===== config.mk =====
export PLATFORM = sky130hd
export DESIGN_NAME = flp_tap_cell
export DESIGN_NICKNAME = d
export VERILOG_FILES = /design/src/hw/rtl/flp_tap_cell.sv
export SDC_FILE = /design/constraint.sdc
export NUM_CORES = 1
export LEC_CHECK = 0
export BUFFER_PORTS_ARGS = -buffer_cell sky130_fd_sc_hd__buf_2
export CORE_UTILIZATION = 41
export CTS_BUF_LIST = sky130_fd_sc_hd__clkbuf_8 sky130_fd_sc_hd__clkbuf_16
export DETAILED_ROUTE_END_ITERATION = 6
export PLACE_DENSITY = 0.75
export SYNTH_ARGS = -nofsm -noshare
export SYNTH_HDL_FRONTEND = slang
export SYNTH_SLANG_ARGS = --single-unit

===== constraint.sdc =====
create_clock -name clk -period 0.8 [get_ports clk]
set_input_delay 0.04 -clock clk [delete_from_list [all_inputs] [get_ports clk]]
set_output_delay 0.04 -clock clk [all_outputs]
set_load 0.005 [all_outputs]

===== src/hw/rtl/flp_tap_cell.sv =====
// One cell of the transposed-form FIR chain: multiply-add into a partial sum.
module flp_tap_cell #(
    parameter int SAMPLE_WIDTH = 16,
    parameter int COEF_WIDTH   = 16,
    parameter int ACC_WIDTH    = 39,
    parameter logic signed [COEF_WIDTH-1:0] COEF = '0
) (
    input  logic                        clk,
    input  logic                        rst_n,
    input  logic                        en,
    input  logic signed [SAMPLE_WIDTH-1:0] x,
    input  logic signed [ACC_WIDTH-1:0] part_in,
    output logic signed [ACC_WIDTH-1:0] part_out
);

    logic signed [SAMPLE_WIDTH+COEF_WIDTH-1:0] prod;
    logic signed [ACC_WIDTH-1:0]               sum_reg;
    logic signed [ACC_WIDTH-1:0]               sum_next;

    // Tap product plus the partial sum handed down from the upstream cell
    always_comb
    begin
        prod     = x * COEF;
        sum_next = ACC_WIDTH'(prod) + part_in;
    end

    // Partial sum advances only when a new item enters
    always_ff @(posedge clk or negedge rst_n)
    begin
        if (!rst_n)
        begin
            sum_reg <= '0;
        end
        else if (en)
        begin
            sum_reg <= sum_next;
        end
    end

    assign part_out = sum_reg;

endmodule


-- Word level (Yosys, flattened, before mapping)
Cells that the tools add are included.
- flip-flop bits (word level): 39
- bits of input ports: 58
- output and inout port bits: 39

-- Depth between registers and ports, before layout
Gate-level depths: netlist of run 1.
- depth after elaboration: 0
- gate-level depth with buffers: 3
- gate-level depth less buffers: 1

-- Worst setup path after synthesis of run 1
OpenSTA, ideal clock, no wires.
- path kind: flip-flop to flip-flop
- start point: reg, netlist name part_out[27]
- end point: reg sum_reg[27], in the netlist part_out[27]
- arrival: 623 ps
- path buffers: 0
- period minus slack after synthesis: 748 ps
- library setup time: 125 ps
- data required time: 675 ps
- setup slack: 52 ps
- stages on the path, launching flop included: 2
- cell sequence: dfrtp_1 mux2_4
- RTL lines (element ; line ; source):
    end signal: assignment ; 36 ; sum_reg <= sum_next;
    end: declaration ; 17 ; logic signed [ACC_WIDTH-1:0] sum_reg;

-- Final worst setup path of run 1
- start point: reg sum_reg[9], in the netlist part_out[9]
- end point: out part_out[9]
- RTL lines (element ; line ; source):
    end: declaration ; 13 ; output logic signed [ACC_WIDTH-1:0] part_out
No word-level cell between the ends.

==> metrics.txt, run 1 <==
layout cells sized above 1 ~62%; pin count of the biggest net entering global routing 40; RSZ-0062 raised after global routing true; CP Launch Type flip-flop; min Tclk post-route 0.8479 ns; # rows 21; IO Count slightly below 100; post-DR vias/cell around 4.6; Clock Latency Late Sink between 0.2 and 0.3 ns; Worst-path clk slew ~0.07 ns; sequential fraction of the synthesis area about 65%; area grow syn2layout 61.98%; die area just under 4000 µm²; top cell type's share of synthesized area between 60% and 70%; Largest register FFs 39; Bufs and invs on worst path 1; total global-route track usage approximately a fifth; Clock Tree Buf Depth 2; vias 1163; first-pass GRT wire length 5.782 mm; Synth Instances 82; Pre-antenna DRT Iters 3; CTS tree done; failing checks negative setup slack; final hold violations 0; HP Class in2reg; H-tree depth 2; slowest stage delay, CP roughly 0.39 ns; Largest delay share family, worst path flip-flops; total core area 3416 µm²; CP max stage cell dfrtp_1; worst endpoint required time around 0.76 ns; critical path peak fanout 2; Final Skew 0 ns; Hold WS 0.01417 ns; Post-Layout Cell Count 253; Yosys cell types 6; Num CTS Buffers 5; area leader, netlist dfrtp_1; nets roughly 260; synth warn 0; max_cap viols 0; post-synthesis cell area between 1000 and 1500 µm²; commonest cells after routing, fill and taps aside buf_2, dfrtp_1, dlygate4sd3_1; Post-Layout Inst Area between 2000 and 2500 µm²; dpl hpwl 2.099 mm; Post-CTS Setup Inserts 0; Crit path arrival time 0.81 ns; most common cell after layout, fill and taps aside buf_2; synth top area cells dfrtp_1, mux2_2, mux2_4; final WL between 3 and 4 mm; Die Height ~62 µm; count of buffers from port buffering 80; syn avg cell area roughly 18 µm²; Slew headroom slightly below 90%; root buffer cell clkbuf_8; post-place instance area 1958 µm²; RD Place Congestion 0.6712; DP Cell Count just over 200; post-cts resize count 0; Worst Setup Path Type reg2out; drt drc 0; Detail Route Antenna Nets 0; Pwr per Cell Area roughly 1800 nW/µm²; Tcrit/Tclk final 106.0%; Mapped Nets 140; Fmax about 1200 MHz; #FFs+latches synth 39; CP Cell Sequence buf_2; # setup viols final 41; DR WL/cell around 14 µm; # diodes 0; setup slack after layout -0.04788 ns; Initial Util a little over two fifths; peak supply drop between 1 and 1.5 mV; worst slew pin tran 0.2030 ns; antenna violations before repair 0; vias in the first global route about 1300; Die X slightly above 60 µm; 1st-iter DRT viols 22; TritonCTS Sinks 39; Slew Viols, Final 0; Leak ~1.2 nW; remaining global-route overflow 0; status finished, violations left; Setup TNS Final -1.067 ns; CP Capture Type output pin
stage by stage:
stage | util [%] | setup slack [ns] | power [W]
after floorplan | - | 0.05168 | 0.002603
after global placement | 57.33 | -0.03604 | 0.002953
after detailed placement | 57.33 | -0.06297 | 0.002988
after CTS | 70.84 | -0.06002 | 0.004353
after global routing | 70.84 | -0.07908 | 0.004522
final | 70.84 | -0.04788 | 0.004299
layer usage:
| metal | vias up | GRT usage (%) | wire, µm |
|---|---|---|---|
| met2 | 53 | 38.46 | 1998 |
| li1 | 535 | - | - |
| met3 | 21 | 4.044 | 127 |
| met4 | 0 | 15.12 | 205 |
| met1 | 554 | 18.79 | 1245 |
| met5 | - | 0 | 0 |
power breakdown:
part           internal (W)  total (W)  switching, W
clock network      0.000586    0.00121      0.000621
logic              0.000543   0.000822      0.000279
registers           0.00217    0.00227      0.000101
cells by family (layout without fill, tap and decap cells):
kind of cell | after synthesis | in the layout | share of synthesized area (%)
buffers and inverters | 4 | 129 | 2.763
flip-flops | 39 | 39 | 65.33
multiplexers | 39 | 39 | 31.91
synth_stat cells:
cell type / instances
buf_4: 2
buf_6: 1
buf_8: 1
dfrtp_1: 39
mux2_2: 29
mux2_4: 10
final cells by class:
type                    instances  area, µm²
clock buffers                   5      68.82
well taps                      46      57.56
flip-flops and latches         39      975.9
clock inverters                 3      12.51
fillers                       265      996.0
multi-input cells              39      476.7
repair buffers                121      828.3
final timing paths:
check | cells past startpoint | start | slack (ns) | end
worst max-delay path | 1 | part_out[9]$_DFFE_PN0P_ | -0.05 | part_out[9]
worst min-delay path | 2 | part_in[9] | 0.01 | part_out[9]$_DFFE_PN0P_
worst max register to register | 1 | part_out[9]$_DFFE_PN0P_ | 0.02 | part_out[9]$_DFFE_PN0P_
worst min register to register | 1 | part_out[16]$_DFFE_PN0P_ | 0.50 | part_out[16]$_DFFE_PN0P_
max in group asynchronous | 3 | rst_n | 0.37 | part_out[27]$_DFFE_PN0P_
min in group asynchronous | 3 | rst_n | 0.24 | part_out[33]$_DFFE_PN0P_
repair_timing:
item	in CTS	in global routing
hold buffers	38	0
setup endpoints to repair	39	39
endpoints found under the hold margin	76	0
(Power assumes the default switching activity.)
==> run 2, diff against run 1 <==
- PLACE_DENSITY: 0.75 -> default
- PLACE_DENSITY_LB_ADDON: default -> 0.05
- SETUP_SLACK_MARGIN: default -> 0.5
==> run 2 against run 1 <==
The run ends with negative hold slack, negative setup slack left. Hold slack worse by 0.30 ns. Flip-flop and latch count unchanged. Final cell count down 15%. Clock skew unchanged. Combinational power down 15%. Register-to-register slack about the same. Total power down 4.6%. Core utilization down 10 points. Cell area down 14%. Clock-buffer cell count unchanged. Sequential power about the same. Via count down 14%. Critical path type unchanged. Critical endpoint is now part_out[37].
==> metrics.txt, run 2 (same netlist as run 1, synthesis figures left out) <==
pin count of the biggest net entering global routing 40 (unchanged); Crit path arrival time 0.80 ns (was 0.81 ns); Initial Util 43.74% (unchanged); Hold WS -0.2813 ns (was 0.01417 ns); DR WL/cell 12.84 µm (was 14.13 µm); total global-route track usage 15.41% (was 20.25%); final WL 2.747 mm (was 3.576 mm); min Tclk post-route 0.8417 ns (was 0.8479 ns); Setup WS pre-CTS -0.08022 ns (was -0.06297 ns); post-place instance area 1991 µm² (was 1958 µm²); RSZ-0062 raised after global routing true (unchanged); Final Skew 0 ns (unchanged); CP Cell Sequence buf_2 (unchanged); Detail Route Antenna Nets 0 (unchanged); count of buffers from port buffering 80 (unchanged); commonest cells after routing, fill and taps aside buf_2, dfrtp_1, mux2_2 (was buf_2, dfrtp_1, dlygate4sd3_1); IO Count 97 (unchanged); # setup viols final 39 (was 41); Tcrit/Tclk final 105.2% (was 106.0%); Largest delay share family, worst path flip-flops (unchanged); nets 227 (was 264); H-tree depth 2 (unchanged); # diodes 0 (unchanged); CP Capture Type output pin (unchanged); Bufs and invs on worst path 1 (unchanged); status finished, violations left (unchanged); fillers 291 (was 265); drt drc 0 (unchanged); total core area 3416 µm² (unchanged); CP max stage cell dfrtp_1 (unchanged); Worst-path clk slew 0.06 ns (was 0.07 ns); Worst Setup Path Type reg2out (unchanged); layout cells sized above 1 76.19% (was 61.84%); failing checks negative hold slack, negative setup slack (was negative setup slack); most common cell after layout, fill and taps aside buf_2 (unchanged); HP Class in2async (was in2reg); Fmax 1188 MHz (was 1179 MHz); Pre-antenna DRT Iters 2 (was 3); reg2reg setup slack 0.01 ns (was 0.02 ns); # rows 21 (unchanged); critical path peak fanout 2 (unchanged); setup slack after layout -0.04169 ns (was -0.04788 ns); Die X 62.37 µm (unchanged); Post-Layout Inst Area 2071 µm² (was 2420 µm²); post-DR vias/cell 4.668 (was 4.597); worst endpoint required time 0.76 ns (about the same); CTS tree done (unchanged); Slew headroom 86.34% (was 86.46%); remaining global-route overflow 0 (unchanged); Die Height 62.37 µm (unchanged); Num CTS Buffers 5 (unchanged); RD Place Congestion 0.7327 (was 0.6712); final design utilization 60.62% (was 70.84%); dpl hpwl 2.031 mm (was 2.099 mm); vias in the first global route 1001 (was 1297); Pwr per Cell Area 1980 nW/µm² (was 1776 nW/µm²); root buffer cell clkbuf_8 (unchanged); antenna violations before repair 0 (unchanged); Clock Tree Buf Depth 2 (unchanged); Leak 1.055 nW (was 1.201 nW); worst slew pin tran 0.2048 ns (was 0.2030 ns); die area 3889 µm² (unchanged); area grow syn2layout 38.61% (was 61.98%); Slew Viols, Final 0 (unchanged); TritonCTS Sinks 39 (unchanged); peak supply drop 1.284 mV (was 1.166 mV); Clock Latency Late Sink 0.27 ns (was 0.28 ns); CP Launch Type flip-flop (unchanged); first-pass GRT wire length 4.491 mm (was 5.782 mm); final hold violations 70 (was 0); max_cap viols 0 (unchanged); Largest register FFs 39 (unchanged); 1st-iter DRT viols 14 (was 22); slowest stage delay, CP 0.39 ns (about the same); Setup TNS Final -0.7403 ns (was -1.067 ns); vias 999 (was 1163)
[run 2: layout make-up]
type | instances | area, µm² | area share, %
Clock buffer | 5 | 68.82 | 3.323
Clock inverter | 1 | 3.754 | 0.1813
Timing Repair Buffer | 84 | 480.5 | 23.20
Tap cell | 46 | 57.56 | 2.779
Multi-Input combinational cell | 39 | 484.2 | 23.38
Sequential cell | 39 | 975.9 | 47.13
[run 2: path summary, 6_finish.rpt]
| kind | start | endpoint | depth (start not counted) |
|---|---|---|---|
| setup / recovery | part_out[37]$_DFFE_PN0P_ | part_out[37] | 1 |
| hold / removal | rst_n | part_out[26]$_DFFE_PN0P_ | 2 |
| setup reg to reg | part_out[37]$_DFFE_PN0P_ | part_out[37]$_DFFE_PN0P_ | 1 |
| hold reg to reg | part_out[7]$_DFFE_PN0P_ | part_out[7]$_DFFE_PN0P_ | 1 |
| max in group asynchronous | rst_n | part_out[36]$_DFFE_PN0P_ | 2 |
| min in group clk | part_in[13] | part_out[13]$_DFFE_PN0P_ | 2 |
[run 2: where the power goes]
part	internal, W	switching (W)	total [W]	leakage [nW]
Combinational	0.000444	0.000251	0.000695	0.558
Clock	0.000567	0.000575	0.00114	0.0413
Sequential	0.00217	0.0000935	0.00226	0.456
[run 2: what timing repair did]
item | 4_1_cts | 5_1_grt
setup endpoints to repair | 78 | 78
resized for setup | 0 | 2
pin swaps | 0 | 0
cloned | 0 | 0
endpoints found under the hold margin | 77 | 77
buffers inserted | 0 | 0
[run 2: per-layer routing]
metal  GRT usage, %  wire, µm  vias up
li1               -         -      460
met1          16.89      1074      489
met2          26.10      1385       45
met3          7.353       248        5
met4          5.233        38        0
met5              0         0        -
[run 2: per-stage QoR]
step,std cells,power [W],hold slack (ns)
floorplan,82,0.002603,-0.2556
global placement,208,0.002979,0.02053
global route,214,0.004327,-0.2720
finish,214,0.004101,-0.2813
detailed placement,208,0.003000,0.02130
CTS,214,0.004167,-0.2778
